## config.mk

```make
export PLATFORM = sky130hd
export DESIGN_NAME = resp_request_parser
export DESIGN_NICKNAME = d
export VERILOG_FILES = /design/src/hw/rtl/rrp_pkg.sv /design/src/hw/rtl/rrp_cfg_regs.sv /design/src/hw/rtl/rrp_parse_core.sv /design/src/hw/rtl/resp_request_parser.sv
export SDC_FILE = /design/constraint.sdc
export NUM_CORES = 1
export LEC_CHECK = 0
export ABC_CLOCK_PERIOD_IN_PS = 16800
export BUFFER_PORTS_ARGS = -buffer_cell sky130_fd_sc_hd__buf_2
export CAP_MARGIN = 20
export CORE_MARGIN = 1
export CORE_UTILIZATION = 24
export CTS_CLUSTER_SIZE = 8
export DETAILED_ROUTE_END_ITERATION = 16
export PLACE_DENSITY = 0.51
export REMOVE_ABC_BUFFERS = 1
export SLEW_MARGIN = 25
export SYNTH_ARGS = -nofsm -noshare
export SYNTH_HDL_FRONTEND = slang
export SYNTH_HIERARCHICAL = 1
export SYNTH_SLANG_ARGS = --single-unit
```

## constraint.sdc

```tcl
create_clock -name i_clk -period 16.8 [get_ports i_clk]
set_input_delay 0 -clock i_clk [delete_from_list [all_inputs] [get_ports i_clk]]
set_output_delay 0 -clock i_clk [all_outputs]
set_load 0.02 [all_outputs]
```

## src/hw/rtl/rrp_pkg.sv

```systemverilog
// Shared types and constants for the request parser.
// Holds phase codes, event and error codes, framing characters and the
// limit and result structs; depends on nothing.
`default_nettype none

package rrp_pkg;

    // Field widths
    localparam int COUNT_W  = 21;
    localparam int LEN_W    = 30;
    localparam int INDEX_W  = 20;
    localparam int CFG_IDX_W = 2;
    localparam int CFG_DATA_W = 32;

    // Configuration register indexes and reset values
    localparam logic [CFG_IDX_W-1:0] REG_MAX_ARRAY_COUNT = 2'd0;
    localparam logic [CFG_IDX_W-1:0] REG_MAX_BULK_LENGTH = 2'd1;
    localparam logic [COUNT_W-1:0]   MAX_ARRAY_COUNT_RST = 21'h100000;
    localparam logic [LEN_W-1:0]     MAX_BULK_LENGTH_RST = 30'h20000000;

    // Framing characters
    localparam logic [7:0] CH_STAR   = 8'h2A;
    localparam logic [7:0] CH_DOLLAR = 8'h24;
    localparam logic [7:0] CH_MINUS  = 8'h2D;
    localparam logic [7:0] CH_CR     = 8'h0D;
    localparam logic [7:0] CH_LF     = 8'h0A;
    localparam logic [7:0] CH_ZERO   = 8'h30;
    localparam logic [7:0] CH_NINE   = 8'h39;

    // Parser phases
    localparam logic [3:0] PH_STAR     = 4'd0;
    localparam logic [3:0] PH_COUNT    = 4'd1;
    localparam logic [3:0] PH_COUNT_LF = 4'd2;
    localparam logic [3:0] PH_DOLLAR   = 4'd3;
    localparam logic [3:0] PH_LEN      = 4'd4;
    localparam logic [3:0] PH_LEN_LF   = 4'd5;
    localparam logic [3:0] PH_DATA     = 4'd6;
    localparam logic [3:0] PH_DATA_CR  = 4'd7;
    localparam logic [3:0] PH_DATA_LF  = 4'd8;

    // Event codes
    localparam logic [1:0] EV_ARG_HEADER = 2'd0;
    localparam logic [1:0] EV_ARG_DATA   = 2'd1;
    localparam logic [1:0] EV_COMPLETE   = 2'd2;
    localparam logic [1:0] EV_ERROR      = 2'd3;

    // Error codes
    localparam logic [3:0] ERR_NO_STAR        = 4'd0;
    localparam logic [3:0] ERR_BAD_COUNT_CHAR = 4'd1;
    localparam logic [3:0] ERR_COUNT_OVERFLOW = 4'd2;
    localparam logic [3:0] ERR_COUNT_TOO_BIG  = 4'd3;
    localparam logic [3:0] ERR_NULL_ARRAY     = 4'd4;
    localparam logic [3:0] ERR_EMPTY_ARRAY    = 4'd5;
    localparam logic [3:0] ERR_NO_DOLLAR      = 4'd6;
    localparam logic [3:0] ERR_BAD_LEN_CHAR   = 4'd7;
    localparam logic [3:0] ERR_LEN_OVERFLOW   = 4'd8;
    localparam logic [3:0] ERR_LEN_TOO_BIG    = 4'd9;
    localparam logic [3:0] ERR_NULL_BULK      = 4'd10;
    localparam logic [3:0] ERR_NO_DATA_CRLF   = 4'd11;
    localparam logic [3:0] ERR_CR_WITHOUT_LF  = 4'd12;

    // Configured limits
    typedef struct packed {
        logic [COUNT_W-1:0] max_array_count;
        logic [LEN_W-1:0]   max_bulk_length;
    } t_limits;

    // One result beat
    typedef struct packed {
        logic [1:0]         event_res;
        logic [7:0]         data_byte;
        logic               last_in_arg;
        logic [LEN_W-1:0]   arg_length;
        logic [INDEX_W-1:0] arg_index;
        logic [COUNT_W-1:0] arg_count;
        logic [3:0]         error_code;
    } t_result;

endpackage

`default_nettype wire

```

## src/hw/rtl/rrp_cfg_regs.sv

```systemverilog
// Limit registers written through the configuration channel.
// Depends on rrp_pkg for register indexes, reset values and t_limits.
`default_nettype none

module rrp_cfg_regs (
    input  wire logic                           i_clk,
    input  wire logic                           i_rst_n,
    input  wire logic                           i_cfg_valid,
    output logic                                o_cfg_ready,
    input  wire logic [rrp_pkg::CFG_IDX_W-1:0]  i_cfg_index,
    input  wire logic [rrp_pkg::CFG_DATA_W-1:0] i_cfg_data,
    output rrp_pkg::t_limits                    o_limits
);
    import rrp_pkg::*;

    logic [COUNT_W-1:0] r_max_array_count;
    logic [LEN_W-1:0]   r_max_bulk_length;

    // Always ready: a write is registered when it is accepted
    assign o_cfg_ready = 1'b1;

    // Update the addressed limit, drop writes to unknown indexes
    always_ff @(posedge i_clk) begin
        if (!i_rst_n) begin
            r_max_array_count <= MAX_ARRAY_COUNT_RST;
            r_max_bulk_length <= MAX_BULK_LENGTH_RST;
        end else if (i_cfg_valid) begin
            case (i_cfg_index)
                REG_MAX_ARRAY_COUNT: r_max_array_count <= i_cfg_data[COUNT_W-1:0];
                REG_MAX_BULK_LENGTH: r_max_bulk_length <= i_cfg_data[LEN_W-1:0];
                default: ;
            endcase
        end
    end

    assign o_limits.max_array_count = r_max_array_count;
    assign o_limits.max_bulk_length = r_max_bulk_length;

endmodule

`default_nettype wire

```

## src/hw/rtl/rrp_parse_core.sv

```systemverilog
// Parser state and per-byte next-state logic: one item per step strobe.
// Depends on rrp_pkg for phase, event and error codes and structs.
`default_nettype none

module rrp_parse_core (
    input  wire logic             i_clk,
    input  wire logic             i_rst_n,
    input  wire logic             i_step,
    input  wire logic             i_kind,
    input  wire logic [7:0]       i_data,
    input  wire rrp_pkg::t_limits i_limits,
    output logic                  o_res_valid,
    output rrp_pkg::t_result      o_res
);
    import rrp_pkg::*;

    logic [3:0]         r_phase,        n_phase;
    logic [COUNT_W-1:0] r_array_total,  n_array_total;
    logic [COUNT_W-1:0] r_args_seen,    n_args_seen;
    logic [LEN_W-1:0]   r_acc,          n_acc;
    logic [LEN_W-1:0]   r_bytes_left,   n_bytes_left;
    logic               r_minus_seen,   n_minus_seen;
    logic               r_err,          n_err;

    logic               is_count;
    logic [LEN_W-1:0]   limit;
    logic [LEN_W+3:0]   acc_x10;
    logic [LEN_W+3:0]   acc_digit;
    logic               dig_overflow;
    logic               dig_too_big;
    logic [LEN_W-1:0]   bytes_dec;
    logic [COUNT_W-1:0] args_inc;
    t_result            res;
    logic               res_valid;

    // Digit step: ten times the accumulator by shift and add, checked against the limit
    assign is_count     = (r_phase == PH_COUNT);
    assign limit        = is_count ? {{(LEN_W-COUNT_W){1'b0}}, i_limits.max_array_count}
                                   : i_limits.max_bulk_length;
    assign acc_x10      = {1'b0, r_acc, 3'b000} + {3'b000, r_acc, 1'b0};
    assign acc_digit    = acc_x10 + {{(LEN_W){1'b0}}, i_data[3:0]};
    assign dig_overflow = acc_x10 > {4'b0000, limit};
    assign dig_too_big  = acc_digit > {4'b0000, limit};
    assign bytes_dec    = r_bytes_left - {{(LEN_W-1){1'b0}}, 1'b1};
    assign args_inc     = r_args_seen + {{(COUNT_W-1){1'b0}}, 1'b1};

    // Next state and result for the item in the input stage
    always_comb begin
        n_phase       = r_phase;
        n_array_total = r_array_total;
        n_args_seen   = r_args_seen;
        n_acc         = r_acc;
        n_bytes_left  = r_bytes_left;
        n_minus_seen  = r_minus_seen;
        n_err         = r_err;
        res           = '0;
        res_valid     = 1'b0;

        if (i_kind) begin
            // Clear item: restart, no result
            n_phase       = PH_STAR;
            n_array_total = '0;
            n_args_seen   = '0;
            n_acc         = '0;
            n_bytes_left  = '0;
            n_minus_seen  = 1'b0;
            n_err         = 1'b0;
        end else if (!r_err) begin
            case (r_phase)
                PH_STAR: begin
                    if (i_data != CH_STAR) begin
                        res_valid = 1'b1;
                        res.event_res = EV_ERROR;
                        res.error_code = ERR_NO_STAR;
                    end else begin
                        n_acc        = '0;
                        n_minus_seen = 1'b0;
                        n_phase      = PH_COUNT;
                    end
                end
                PH_COUNT, PH_LEN: begin
                    if (i_data == CH_CR) begin
                        n_phase = is_count ? PH_COUNT_LF : PH_LEN_LF;
                    end else if (i_data == CH_MINUS) begin
                        n_minus_seen = 1'b1;
                    end else if (!(i_data inside {[CH_ZERO:CH_NINE]})) begin
                        res_valid = 1'b1;
                        res.event_res = EV_ERROR;
                        res.error_code = is_count ? ERR_BAD_COUNT_CHAR : ERR_BAD_LEN_CHAR;
                    end else if (dig_overflow) begin
                        res_valid = 1'b1;
                        res.event_res = EV_ERROR;
                        res.error_code = is_count ? ERR_COUNT_OVERFLOW : ERR_LEN_OVERFLOW;
                    end else if (dig_too_big) begin
                        res_valid = 1'b1;
                        res.event_res = EV_ERROR;
                        res.error_code = is_count ? ERR_COUNT_TOO_BIG : ERR_LEN_TOO_BIG;
                    end else begin
                        n_acc = acc_digit[LEN_W-1:0];
                    end
                end
                PH_COUNT_LF: begin
                    if (i_data != CH_LF) begin
                        res_valid = 1'b1;
                        res.event_res = EV_ERROR;
                        res.error_code = ERR_CR_WITHOUT_LF;
                    end else if (r_minus_seen) begin
                        res_valid = 1'b1;
                        res.event_res = EV_ERROR;
                        res.error_code = ERR_NULL_ARRAY;
                    end else if (r_acc == '0) begin
                        res_valid = 1'b1;
                        res.event_res = EV_ERROR;
                        res.error_code = ERR_EMPTY_ARRAY;
                    end else begin
                        n_array_total = r_acc[COUNT_W-1:0];
                        n_args_seen   = '0;
                        n_phase       = PH_DOLLAR;
                    end
                end
                PH_DOLLAR: begin
                    if (i_data != CH_DOLLAR) begin
                        res_valid = 1'b1;
                        res.event_res = EV_ERROR;
                        res.error_code = ERR_NO_DOLLAR;
                    end else begin
                        n_acc        = '0;
                        n_minus_seen = 1'b0;
                        n_phase      = PH_LEN;
                    end
                end
                PH_LEN_LF: begin
                    if (i_data != CH_LF) begin
                        res_valid = 1'b1;
                        res.event_res = EV_ERROR;
                        res.error_code = ERR_CR_WITHOUT_LF;
                    end else if (r_minus_seen) begin
                        res_valid = 1'b1;
                        res.event_res = EV_ERROR;
                        res.error_code = ERR_NULL_BULK;
                    end else begin
                        n_bytes_left   = r_acc;
                        n_phase        = (r_acc == '0) ? PH_DATA_CR : PH_DATA;
                        res_valid      = 1'b1;
                        res.event_res  = EV_ARG_HEADER;
                        res.arg_length = r_acc;
                        res.arg_index  = r_args_seen[INDEX_W-1:0];
                    end
                end
                PH_DATA: begin
                    n_bytes_left    = bytes_dec;
                    res_valid       = 1'b1;
                    res.event_res   = EV_ARG_DATA;
                    res.data_byte   = i_data;
                    res.last_in_arg = (bytes_dec == '0);
                    res.arg_index   = r_args_seen[INDEX_W-1:0];
                    if (bytes_dec == '0) begin
                        n_phase = PH_DATA_CR;
                    end
                end
                PH_DATA_CR: begin
                    if (i_data != CH_CR) begin
                        res_valid = 1'b1;
                        res.event_res = EV_ERROR;
                        res.error_code = ERR_NO_DATA_CRLF;
                    end else begin
                        n_phase = PH_DATA_LF;
                    end
                end
                PH_DATA_LF: begin
                    if (i_data != CH_LF) begin
                        res_valid = 1'b1;
                        res.event_res = EV_ERROR;
                        res.error_code = ERR_NO_DATA_CRLF;
                    end else begin
                        n_args_seen = args_inc;
                        if (args_inc >= r_array_total) begin
                            n_phase       = PH_STAR;
                            res_valid     = 1'b1;
                            res.event_res = EV_COMPLETE;
                            res.arg_count = r_array_total;
                        end else begin
                            n_phase = PH_DOLLAR;
                        end
                    end
                end
                default: begin
                    n_phase = PH_STAR;
                end
            endcase

            // Latch any error until a clear item
            if (res_valid && (res.event_res == EV_ERROR)) begin
                n_err = 1'b1;
            end
        end
    end

    // Advance parser state on each step
    always_ff @(posedge i_clk) begin
        if (!i_rst_n) begin
            r_phase       <= PH_STAR;
            r_array_total <= '0;
            r_args_seen   <= '0;
            r_acc         <= '0;
            r_bytes_left  <= '0;
            r_minus_seen  <= 1'b0;
            r_err         <= 1'b0;
        end else if (i_step) begin
            r_phase       <= n_phase;
            r_array_total <= n_array_total;
            r_args_seen   <= n_args_seen;
            r_acc         <= n_acc;
            r_bytes_left  <= n_bytes_left;
            r_minus_seen  <= n_minus_seen;
            r_err         <= n_err;
        end
    end

    assign o_res_valid = res_valid;
    assign o_res       = res;

endmodule

`default_nettype wire

```

## src/hw/rtl/resp_request_parser.sv

```systemverilog
// Top level of the request parser: input stage, parser core, result stage.
// Depends on rrp_pkg, rrp_cfg_regs and rrp_parse_core.
//
// Usage:
//   Input channel (i_in_valid / o_in_ready) carries one beat per item:
//   i_kind = 0 with a stream byte in i_data, or i_kind = 1 to clear a
//   latched error and expect a new command. Output channel (o_out_valid /
//   i_out_ready) carries at most one result beat per item: argument header,
//   data byte, command complete or error.
//   Configuration channel (i_cfg_valid / o_cfg_ready) writes the count
//   limit (index 0) and the length limit (index 1); always ready. Write
//   only while no item is in flight.
//   Path: an accepted item is held in the input register, then its result
//   is loaded into the result register and presented on the output.
//   Throughput: one item per cycle while the output is not stalled; the parser
//   state update is a single pass of next-state logic.
//   Stall: while a result waits on i_out_ready the input register still
//   takes one more beat, then o_in_ready drops until the result is taken.
//   Reset (synchronous, active low): both stages empty, parser expects '*',
//   limits return to their reset values. No clearing pass is needed.
`default_nettype none

module resp_request_parser (
    input  wire logic                           i_clk,
    input  wire logic                           i_rst_n,
    // Item input
    input  wire logic                           i_in_valid,
    output logic                                o_in_ready,
    input  wire logic                           i_kind,
    input  wire logic [7:0]                     i_data,
    // Result output
    output logic                                o_out_valid,
    input  wire logic                           i_out_ready,
    output logic [1:0]                          o_event_res,
    output logic [7:0]                          o_data_byte,
    output logic                                o_last_in_arg,
    output logic [rrp_pkg::LEN_W-1:0]           o_arg_length,
    output logic [rrp_pkg::INDEX_W-1:0]         o_arg_index,
    output logic [rrp_pkg::COUNT_W-1:0]         o_arg_count,
    output logic [3:0]                          o_error_code,
    // Configuration write
    input  wire logic                           i_cfg_valid,
    output logic                                o_cfg_ready,
    input  wire logic [rrp_pkg::CFG_IDX_W-1:0]  i_cfg_index,
    input  wire logic [rrp_pkg::CFG_DATA_W-1:0] i_cfg_data
);
    import rrp_pkg::*;

    logic       r_in_valid;
    logic       r_in_kind;
    logic [7:0] r_in_data;
    logic       r_out_valid;
    t_result    r_out;

    t_limits    limits;
    logic       advance;
    logic       res_valid;
    t_result    res;

    // Step the parser when the input stage holds a beat and the result stage can take it
    assign advance    = r_in_valid && (!r_out_valid || i_out_ready);
    assign o_in_ready = !r_in_valid || advance;

    rrp_cfg_regs u_cfg (
        .i_clk       (i_clk),
        .i_rst_n     (i_rst_n),
        .i_cfg_valid (i_cfg_valid),
        .o_cfg_ready (o_cfg_ready),
        .i_cfg_index (i_cfg_index),
        .i_cfg_data  (i_cfg_data),
        .o_limits    (limits)
    );

    rrp_parse_core u_core (
        .i_clk       (i_clk),
        .i_rst_n     (i_rst_n),
        .i_step      (advance),
        .i_kind      (r_in_kind),
        .i_data      (r_in_data),
        .i_limits    (limits),
        .o_res_valid (res_valid),
        .o_res       (res)
    );

    // Input stage: load on accept, empty once consumed
    always_ff @(posedge i_clk) begin
        if (!i_rst_n) begin
            r_in_valid <= 1'b0;
        end else if (o_in_ready) begin
            r_in_valid <= i_in_valid;
        end
    end

    always_ff @(posedge i_clk) begin
        if (i_in_valid && o_in_ready) begin
            r_in_kind <= i_kind;
            r_in_data <= i_data;
        end
    end

    // Result stage: hold until taken, load when the step yields a result
    always_ff @(posedge i_clk) begin
        if (!i_rst_n) begin
            r_out_valid <= 1'b0;
        end else if (advance) begin
            r_out_valid <= res_valid;
        end else if (i_out_ready) begin
            r_out_valid <= 1'b0;
        end
    end

    always_ff @(posedge i_clk) begin
        if (advance && res_valid) begin
            r_out <= res;
        end
    end

    assign o_out_valid   = r_out_valid;
    assign o_event_res   = r_out.event_res;
    assign o_data_byte   = r_out.data_byte;
    assign o_last_in_arg = r_out.last_in_arg;
    assign o_arg_length  = r_out.arg_length;
    assign o_arg_index   = r_out.arg_index;
    assign o_arg_count   = r_out.arg_count;
    assign o_error_code  = r_out.error_code;

endmodule

`default_nettype wire

```

==> summary.md, run 1 <==
| Metric | Value |
|---|---|
| CTS tree | yes |
| CTS sink cnt | approximately 260 |
| Synth warnings | 6 |
| TritonRoute pass-1 iters | 7 |
| Post-synth EDFFs | 95 |
| Final Max Tran Viols | 0 |
| Post-synthesis async set-or-reset flop share | 0% |
| H-tree depth | 2 |
| Final non-filler cell total | approximately 2,800 |
| Post-synthesis sequential area ratio | 37.9% |
| Die area | 67,800 um2 |
| Postcts setup bufs | 0 |
| Rel. slew slack | between 30% and 40% |
| Clk network pwr share | between 40% and 50% |
| Row count | between 90 and 100 |
| Fillers | 7,016 |
| Area of the multi-input gates | 9360 um2 |
| Total gr overflow | 0 |
| Worst EP arrival | just over 8 ns |
| Skew final | 0.0221 ns |
| Fraction of layout instances using a drive strength above 1 | roughly an eighth |
| Cell Area, Synth | 16,000 um2 |
| Net switching power figure | about 0.34 mW |
| Critical Path End Type | flip-flop |
| Setup TNS | 0 ns |
| Mean post-synth cell area | ~9 um2 |
| Unique masters post-synth | a little under 90 |
| Register clock-pin slew on the reported worst setup and hold paths | 0.05 ns |
| DRT Wirelength | roughly 47,000 um |
| Combinational share of power | under 10% |
| Type of the worst setup path | flip-flop to flip-flop |
| Pint | around 1.1 mW |
| Reg area | around 6000 um2 |
| Syn-to-layout area delta | 19.1% |
| GRT Util Overall | between 10% and 20% |
| # placed instances | between 2,000 and 3,000 |
| Number of global-route vias before repair | approximately 13,000 |
| Maxcap violations | 0 |
| Main flop type after synthesis | dfxtp_1 |
| TritonCTS Buffers | 38 |
| CTS root buffer | clkbuf_16 |
| RSZ-0062 raised after global routing | no |
| Fmax | between 0.1 and 0.15 GHz |
| Placed cell area | ~17,000 um2 |
| Fin util | about 29% |
| Worst-Margin Slew | approximately 1 ns |
| Power Density | 77.1 nW/um2 |
| CP Max Fanout | 74 |
| Starting Density | between 20% and 30% |
| Core Area | ~66,000 um2 |
| Cells after Synth | roughly 1,800 |
| #FFs+latches synth | roughly 260 |
| Share of power burned in registers | between 40% and 50% |
| Minimum clock period | just under 8 ns |
| Largest net degree at the start of global routing | 85 |
| Setup violations, final | 0 |
| Post-DP HPWL | between 30,000 and 40,000 um |
| Sw Share | a little under a quarter |
| Clk buf depth | 3 |
| Antenna fix cells | 0 |
| Post-route ant nets | 0 |
| Startpoint type of the worst setup path | flip-flop |
| DRT iter0 DRCs | roughly 850 |
| Hold WC Path Type | primary input to flip-flop |
| First-pass GRT wire length | 74,000 um |
| Static leakage | around 7.7 nW |
| Residual DRC | 0 |
| Initial antenna violation count | 0 |
| Fin area | 19,100 um2 |
| Post-DR vias/cell | about 4.8 |
| Crit path required time | 16.97 ns |
| Routability congestion estimate | just under 0.9 |
| Vias after detailed routing | about 14,000 |
| Die width | about 260 um |
| WL per Instance | 16.8 um |
| Io pins | between 100 and 150 |
| IO Port Bufs | about 130 |
| Die H | around 260 um |
| Status | complete, no violations |
| Final period utilization | approximately 47% |
| Final hold vios | 0 |
| VDD IR-drop max | between 0.05 and 0.06 mV |
| Final Hold Slack | between 0.08 and 0.09 ns |
| Total Nets Final | approximately 2,100 |
| Clk Latency, worst-skew pair | 0.56 ns |
power by group through the flow:
stage | Clock (mW) | Combinational (mW) | Sequential, mW
final | 0.730 | 0.0825 | 0.659
after detailed placement | 0 | 0.0756 | 0.671
after global placement | 0 | 0.0744 | 0.671
after global routing | 0.786 | 0.0914 | 0.659
after CTS | 0.759 | 0.0837 | 0.658
after floorplan | 0 | 0.0389 | 0.675
per-layer routing:
layer,track usage [%],vias up,routed length [um]
met4,4.37,0,1040
met3,1.86,67,1770
met1,18.5,6498,22400
met2,22.7,267,21900
li1,-,6791,-
met5,0,-,0
path summary, 6_finish.rpt:
path,cells after the start,slack (ns),endpoint,from
max,25,8.85,o_arg_length[28]$_DFFE_PP_,u_core/r_acc[0]$_SDFFE_PN0P_
min,3,0.09,u_core/r_err$_SDFFE_PN0P_,i_rst_n
max reg2reg,25,8.85,o_arg_length[28]$_DFFE_PP_,u_core/r_acc[0]$_SDFFE_PN0P_
min reg2reg,2,0.46,u_cfg/r_max_bulk_length[8]$_SDFFE_PN0P_,u_cfg/r_max_bulk_length[8]$_SDFFE_PN0P_
layout by cell type (no fill, tap or decap), types with 28 or more instances in the layout:
| master | instances |
|---|---|
| nor3_1 | 57 |
| a21o_1 | 38 |
| inv_1 | 45 |
| edfxtp_1 | 95 |
| clkbuf_16 | 38 |
| dfxtp_1 | 161 |
| mux2i_1 | 72 |
| nor2b_1 | 63 |
| nand3_1 | 30 |
| and2_1 | 77 |
| xor2_1 | 31 |
| ha_1 | 114 |
| dlygate4sd3_1 | 45 |
| xnor2_1 | 45 |
| nand4_1 | 42 |
| a22o_1 | 32 |
| a22oi_1 | 28 |
| nand2_1 | 197 |
| buf_2 | 132 |
| o21ai_0 | 78 |
| a21oi_1 | 105 |
| nor2_1 | 112 |
cells by family (layout without fill, tap and decap cells):
family                     count (synthesis)  after routing  share of synthesized area, %
xor gates and xnor gates                  77             77                          4.30
buffers and inverters                    143            304                          3.86
adders and majority gates                116            116                          9.16
muxes                                     72             72                          4.50
DFF                                      256            256                          37.9
and+or+nand+nor                          728            728                          23.9
AOI/OAI and AO/OA                        395            395                          16.3
other                                      1              1                        0.0234
metrics by stage:
stage | setup WS (ns) | total power, mW
finish | 8.85 | 1.47
global route | 8.30 | 1.54
CTS | 8.73 | 1.50
detailed placement | 8.76 | 0.747
global placement | 8.76 | 0.745
floorplan | 7.97 | 0.714
worst max-delay path, cell delays in order, from the launching register on:
cell      delay [ns]
dfxtp_1         0.46
ha_1            0.29
fa_1            0.41
a21o_1          0.23
a221o_1         0.37
a21oi_1         0.34
xnor2_1         0.30
nand4b_1        0.27
nor4_2          0.50
nand4_1         0.34
nor3_1          0.34
xnor2_1         0.21
ha_1            0.37
nand4_1         0.14
or2_2           0.34
nor2_1          0.19
o41ai_1         0.15
a21oi_1         0.27
a41oi_1         0.07
buf_4           0.20
nand4b_4        0.12
nand2_1         0.10
a21oi_1         0.18
nand2_1         0.13
nor2_4          0.33
buf_4           0.76
registers in the layout, summed over array words and instances (netlist names):
name	cells
o_arg_length	30
u_cfg/r_max_bulk_length	30
u_core/r_acc	30
u_core/r_bytes_left	30
o_arg_count	21
u_cfg/r_max_array_count	21
u_core/r_args_seen	21
u_core/r_array_total	21
o_arg_index	20
o_data_byte	8
r_in_data	8
o_error_code	4
u_core/r_phase	4
o_event_res	2
o_last_in_arg	1
o_out_valid	1
r_in_kind	1
r_in_valid	1
u_core/r_err	1
u_core/r_minus_seen	1
final cells by class:
class / count / area share, %
clock buffer: 59 / 5.45
clock inverter: 4 / 0.453
inverter: 45 / 0.886
multi-input combinational: 1389 / 49.1
sequential: 256 / 31.9
tap: 864 / 5.67
timing repair buffer: 196 / 6.59
what timing repair did:
action	4_1_cts	5_1_grt
hold buffers	45	0
endpoints found under the hold margin	83	0
gates resized for setup	0	0
cells in the mapped netlist (22+ instances only):
library cell | number | area (um2)
dfxtp_1 | 161 | 3220
xor2_1 | 31 | 272
nor4_1 | 22 | 138
clkbuf_1 | 70 | 263
nor3b_1 | 27 | 203
a22o_1 | 32 | 280
edfxtp_1 | 95 | 2850
nor2_1 | 114 | 428
xnor2_1 | 45 | 394
nor2b_1 | 63 | 394
nand3_1 | 30 | 150
a21o_1 | 38 | 285
o21ai_0 | 79 | 395
nor3_1 | 59 | 295
mux2i_1 | 72 | 721
nand2_1 | 197 | 739
nand4_1 | 42 | 263
and2_1 | 77 | 482
a21oi_1 | 106 | 531
ha_1 | 114 | 1430
a22oi_1 | 28 | 210
inv_1 | 45 | 169
Power figures use the tool's default switching activity.
==> run 2, diff against run 1 <==
Settings changed: ABC_AREA set to 1, ABC_CLOCK_PERIOD_IN_PS 16800 to 7700.
Clock period 16.8 ns to 7.7 ns, I/O delays scaled along.
==> run 2 against run 1 <==
  * Synthesized cell count grew 35%
  * Critical endpoint is now o_arg_length[21]$_DFFE_PP_
  * Die area grew 7.6%
  * Non-clock buffer count shrank 5
  * Utilization is essentially flat
  * Via count grew 14%
  * Highest routed layer unchanged
  * Cell area grew 7.0%
  * Sequential share of layout area shrank 2.1 points
  * Flip-flop and latch count is the same
  * Clock skew shrank 0.0028 ns
  * Largest power group unchanged
==> summary.md, run 2 <==
| Metric | Value |
|---|---|
| Status | complete, no violations |
| Final period utilization | 80.5% |
| WL per Instance | approximately 15 um |
| Worst Hold Launch | i_cfg_valid |
| Post-DR vias/cell | around 4.4 |
| CP peak stage delay | 0.58 ns |
| Clk buf depth | 3 |
| DRT Wirelength | approximately 51,000 um |
| Cells after Synth | 2,415 |
| Top-count cell post-synth | nand2_1 |
| Total chip power | 3.46 mW |
| Io pins | around 140 |
| Row count | 97 |
| Postcts setup bufs | 0 |
| Most common cell after layout, fill and taps aside | nand2_1 |
| Post-synthesis sequential area ratio | a little over a third |
| Final Max Tran Viols | 0 |
| Number of global-route vias before repair | around 15,000 |
| Static leakage | between 9 and 10 nW |
| Routability congestion estimate | ~0.85 |
| Hold-fix buffers, CTS | 44 |
| Min-Delay Endpoint | u_cfg/r_max_array_count[20]$_SDFFE_PN1P_ |
| Final worst setup slack | around 1.5 ns |
| Worst reg2reg path depth | 26 |
| Main flop type after synthesis | dfxtp_1 |
| #FFs+latches synth | 256 |
| Fraction of layout instances using a drive strength above 1 | about an eighth |
| Type of the worst setup path | flip-flop to flip-flop |
| Register clock-pin slew on the reported worst setup and hold paths | 0.06 ns |
| CP Max Fanout | 78 |
| Largest net degree at the start of global routing | between 70 and 80 |
| Power Density | 170 nW/um2 |
| Mean post-synth cell area | 7.14 um2 |
| Final Hold Slack | between 0.08 and 0.09 ns |
| Leading area contributor after synthesis | dfxtp_1 |
| GRT Util Overall | between 10 and 15% |
| Top cells by area, synth | dfxtp_1 (19%), edfxtp_1 (17%), nand2_1 (12%), ha_1 (8.3%), inv_1 (7.7%) |
| Cell Area, Synth | ~17,000 um2 |
| Post-Place Worst Slack | between 1.5 and 2 ns |
| First-pass GRT wire length | ~81,000 um |
| WP buf/inv | 6 |
| VDD IR-drop max | between 0.1 and 0.15 mV |
| Post-route ant nets | 0 |
| Rel. slew slack | between 20 and 30% |
| Clk Latency, worst-skew pair | 0.56 ns |
| Starting Density | between 20% and 30% |
| RSZ-0062 raised after global routing | no |
| Syn-to-layout area delta | 18.4% |
| Minimum clock period | between 6 and 7 ns |
| CTS tree | yes |
| Maxcap violations | 0 |
| Post-synth EDFFs | 95 |
| Total gr overflow | 0 |
| Fmax | ~0.16 GHz |
| Skew final | between 0.015 and 0.02 ns |
| Reg2reg setup slack | around 1.5 ns |
| Synth warnings | 6 |
| Die width | 270 um |
| Crit path required time | just under 8 ns |
| Worst EP arrival | ~6.4 ns |
| H-tree depth | 2 |
| Hold path depth | 5 |
| Family with the most delay on the worst path | simple AND/OR/NAND/NOR gates |
| Most frequent cells in the layout | nand2_1 (563), inv_1 (353), nor2_1 (247) |
| TritonCTS Buffers | 38 |
| Post-DP HPWL | 39,400 um |
| Die H | ~270 um |
| IO Port Bufs | between 100 and 150 |
| Total Nets Final | 2,734 |
| Setup violations, final | 0 |
| Post-synthesis async set-or-reset flop share | 0% |
| Critical Path End Type | flip-flop |
| Die area | 72,900 um2 |
| Startpoint type of the worst setup path | flip-flop |
| FF-to-FF End | o_arg_length[21]$_DFFE_PP_ |
| Initial antenna violation count | 0 |
| Unique masters post-synth | 65 |
| CTS sink cnt | 256 |
| Worst-Margin Slew | between 1 and 1.5 ns |
| Synth cell count leaders | nand2_1 (563), inv_1 (353), nor2_1 (249) |
| TritonRoute pass-1 iters | 5 |
| Hold WC Path Type | primary input to flip-flop |
| Slowest cell on crit path | nand2_1 |
| CTS root buffer | clkbuf_16 |
| DRT iter0 DRCs | between 700 and 800 |
| Core Area | approximately 71,000 um2 |
| Reg2reg start | u_core/r_args_seen[0]$_SDFFE_PN0P_ |
| Resized Gates After CTS | 0 |
| Vias after detailed routing | approximately 16,000 |
| Residual DRC | 0 |
| Final hold vios | 0 |
| Post-synth top area share | a little under a fifth |
==> run 2: kinds of logic after synthesis <==
family	share of synthesized area, %
simple gates	31.0
buf+inv	10.3
compound gates	10.7
flops	35.2
fa+ha+maj	8.50
xor+xnor	3.10
mux	1.16
other cells	0.0217
==> run 2: cell type report <==
type,instances,area (um2)
clock inverter,3,56.3
sequential,256,6080
clock buffer,62,1060
multi-input combinational,1707,9410
inverter,376,1410
tap,940,1180
antenna,1,2.50
timing repair buffer,191,1220
fill,7775,50100
==> run 2: tightest hold or removal path: stages <==
cell and delay [ns]:
buf_2 0.09, buf_4 0.26, nand2_1 0.12, nand2_1 0.05, nand3_1 0.05
==> run 2: worst max path at each step <==
stage,start,end,depth (start not counted)
6_report,u_core/r_args_seen[0]$_SDFFE_PN0P_,o_arg_length[21]$_DFFE_PP_,26
5_1_grt,u_core/r_args_seen[0]$_SDFFE_PN0P_,o_arg_length[18]$_DFFE_PP_,26
4_1_cts,u_core/r_acc[2]$_SDFFE_PN0P_,o_arg_length[28]$_DFFE_PP_,34
3_5_place_dp,u_core/r_acc[2]$_SDFFE_PN0P_,o_arg_length[26]$_DFFE_PP_,34
3_3_place_gp,u_core/r_acc[2]$_SDFFE_PN0P_,o_arg_length[27]$_DFFE_PP_,34
2_1_floorplan,u_core/r_acc[2]$_SDFFE_PN0P_,o_arg_count[0]$_DFFE_PP_,33
==> run 2: per-stage QoR <==
step / TNS (ns) / utilization, % / std cells / area [um2]
finish: 0 / 28.9 / 3536 / 20400
global route: 0 / 28.9 / 3535 / 20400
CTS: 0 / 28.9 / 3535 / 20400
detailed placement: 0 / 26.7 / 3426 / 18900
global placement: 0 / 26.7 / 3426 / 18900
floorplan: -248.13 / - / 2339 / 16900
==> run 2: metal layers <==
| layer | up-vias | share of wire, % | wire length [um] | GRT usage (%) |
|---|---|---|---|---|
| li1 | 8168 | - | - | - |
| met1 | 7050 | 49 | 25400 | 19.1 |
| met2 | 269 | 45 | 22900 | 22.4 |
| met3 | 58 | 4.1 | 2090 | 2.13 |
| met4 | 0 | 2.0 | 1040 | 3.72 |
| met5 | - | 0 | 0 | 0 |
==> run 2: power by group <==
group	switching [mW]	internal (mW)	leakage, nW
Sequential	0.0237	1.45	2.11
Clock	0.639	0.943	0.535
Combinational	0.272	0.133	6.38
==> run 3, diff against run 2 <==
Settings changed: ABC_CLOCK_PERIOD_IN_PS 7700 to 5560, PLACE_DENSITY 0.51 to 0.52.
Clock period 7.7 ns to 5.56 ns, I/O delays scaled along.
==> run 3 against run 2 <==
  * Flip-flop and latch count unchanged
  * Critical path depth up 9
  * Global-route usage up 0.24 points
  * Total power up 40%
  * Critical endpoint is now o_error_code[3]$_DFFE_PP_
  * Largest power group unchanged
==> summary.md, run 3 (synthesis results as in run 2) <==
| Metric | Value |
|---|---|
| Post-DR vias/cell | roughly 4.4 |
| Most common cell after layout, fill and taps aside | nand2_1 |
| Fillers | 7,727 |
| DRT iter0 DRCs | roughly 770 |
| Clk Latency, worst-skew pair | 0.57 ns |
| TritonCTS Buffers | 38 |
| Clk network pwr share | a little under half |
| GRT Util Overall | 14.1% |
| Starting Density | around a quarter |
| CP peak stage delay | around 0.41 ns |
| Die width | 270 um |
| Most frequent cells in the layout | nand2_1 (557), inv_1 (351), nor2_1 (244) |
| Pint | roughly 3.5 mW |
| Final period utilization | between 90 and 100% |
| Core Area | approximately 71,000 um2 |
| WL per Instance | approximately 15 um |
| Final hold vios | 0 |
| Syn-to-layout area delta | 23.0% |
| Type of the worst setup path | flip-flop to flip-flop |
| Skew final | 0.0312 ns |
| Fin area | around 21,000 um2 |
| First-pass GRT wire length | 82,900 um |
| Final Max Tran Viols | 0 |
| Total Nets Final | about 2,800 |
| IO Port Bufs | 133 |
| CTS tree | yes |
| WP buf/inv | 9 |
| Hold WC Path Type | primary input to flip-flop |
| Post-route ant nets | 0 |
| Slowest cell on crit path | fa_2 |
| Antenna fix cells | 0 |
| Power Density | approximately 230 nW/um2 |
| Rel. slew slack | 33.0% |
| Initial antenna violation count | 0 |
| Combinational share of power | 12.2% |
| Share of power burned in registers | 42.1% |
| Startpoint type of the worst setup path | flip-flop |
| Static leakage | around 9.4 nW |
| Sw Share | a little over a quarter |
| CTS sink cnt | about 260 |
| Setup violations, final | 0 |
| Residual DRC | 0 |
| # placed instances | about 3,500 |
| Maxcap violations | 0 |
| Number of global-route vias before repair | roughly 15,000 |
| Die area | roughly 73,000 um2 |
| Fraction of layout instances using a drive strength above 1 | 16.7% |
| Die H | between 200 and 300 um |
| Worst EP arrival | around 5.6 ns |
| Register clock-pin slew on the reported worst setup and hold paths | ~0.060 ns |
| Post-DP HPWL | 40,500 um |
| CP Max Fanout | 8 |
| Cell mode on critical path | nor2_4 |
| Critical Path End Type | flip-flop |
| Status | complete, no violations |
| DRT Wirelength | 53,000 um |
| Post-Place Worst Slack | ~0.013 ns |
| Vias after detailed routing | between 15,000 and 20,000 |
| CTS root buffer | clkbuf_16 |
| Largest net degree at the start of global routing | between 60 and 70 |
| Minimum clock period | 5.26 ns |
| TritonRoute pass-1 iters | 5 |
| Io pins | 137 |
| Family with the most delay on the worst path | simple AND/OR/NAND/NOR gates |
| Total gr overflow | 0 |
| Clk buf depth | 3 |
| VDD IR-drop max | roughly 0.18 mV |
| H-tree depth | 2 |
| Net switching power figure | about 1.3 mW |
| Total chip power | between 4 and 5 mW |
| Placed cell area | between 15,000 and 20,000 um2 |
| Final non-filler cell total | 3,594 |
| Setup TNS | 0 ns |
| Routability congestion estimate | approximately 0.88 |
| Crit path required time | around 5.9 ns |
| Row count | 97 |
| Worst-Margin Slew | around 1.0 ns |
| Fmax | roughly 0.19 GHz |
| Reg2reg setup slack | around 0.3 ns |
| Final worst setup slack | ~0.30 ns |
-- run 3: stage by stage --
step	hold WS, ns	util (%)
finish	0.0649	30.1
global route	0.0978	30.1
CTS	0.0351	29.5
detailed placement	0.178	27.3
global placement	0.177	27.3
floorplan	0.0841	-
-- run 3: worst register-to-register path, delay by kind of cell (launching register included) --
family | cells | cell delay (ns)
xor+xnor | 2 | 0.35
buf+inv | 9 | 0.89
fa+ha+maj | 3 | 0.86
simple gates | 21 | 2.54
flops | 1 | 0.36
-- run 3: path summary, 6_finish.rpt --
path,startpoint,endpoint,cells after the start
worst min register to register,u_cfg/r_max_array_count[20]$_SDFFE_PN1P_,u_cfg/r_max_array_count[20]$_SDFFE_PN1P_,2
worst min-delay path,i_cfg_valid,u_cfg/r_max_array_count[20]$_SDFFE_PN1P_,5
worst max register to register,u_core/r_acc[2]$_SDFFE_PN0P_,o_error_code[3]$_DFFE_PP_,35
worst max-delay path,u_core/r_acc[2]$_SDFFE_PN0P_,o_error_code[3]$_DFFE_PP_,35
-- run 3: power by group through the flow --
stage / sequential [mW] / clock, mW / combinational [mW]
2_1_floorplan: 2.12 / 0 / 0.319
3_3_place_gp: 2.08 / 0 / 0.559
3_5_place_dp: 2.08 / 0 / 0.556
4_1_cts: 2.04 / 2.30 / 0.584
5_1_grt: 2.05 / 2.36 / 0.665
6_report: 2.04 / 2.22 / 0.592
-- run 3: per-layer routing --
metal	share of wire, %	global-route usage (%)	routed length [um]	vias to the layer above
li1	-	-	-	8301
met1	49	19.8	26000	7282
met2	45	22.6	24000	279
met3	3.7	1.92	1980	61
met4	2.0	3.69	1080	0
met5	0	0	0	-
-- run 3: final cells by class --
type	count	area (um2)	share of cell area [%]
Multi-Input combinational cell	1707	9660	45.5
Tap cell	940	1180	5.54
Sequential cell	256	6090	28.7
Timing Repair Buffer	255	1760	8.29
Clock buffer	56	1030	4.85
Clock inverter	4	92.6	0.436
Inverter	376	1410	6.66
-- run 3: repair_timing --
action | in CTS | in global routing
buffers inserted | 0 | 16
hold buffers | 44 | 0
resized for setup | 2 | 53
cloned | 0 | 1
hold endpoints to repair | 72 | 0
endpoints found under the setup margin | 75 | 121
pin swaps | 0 | 20
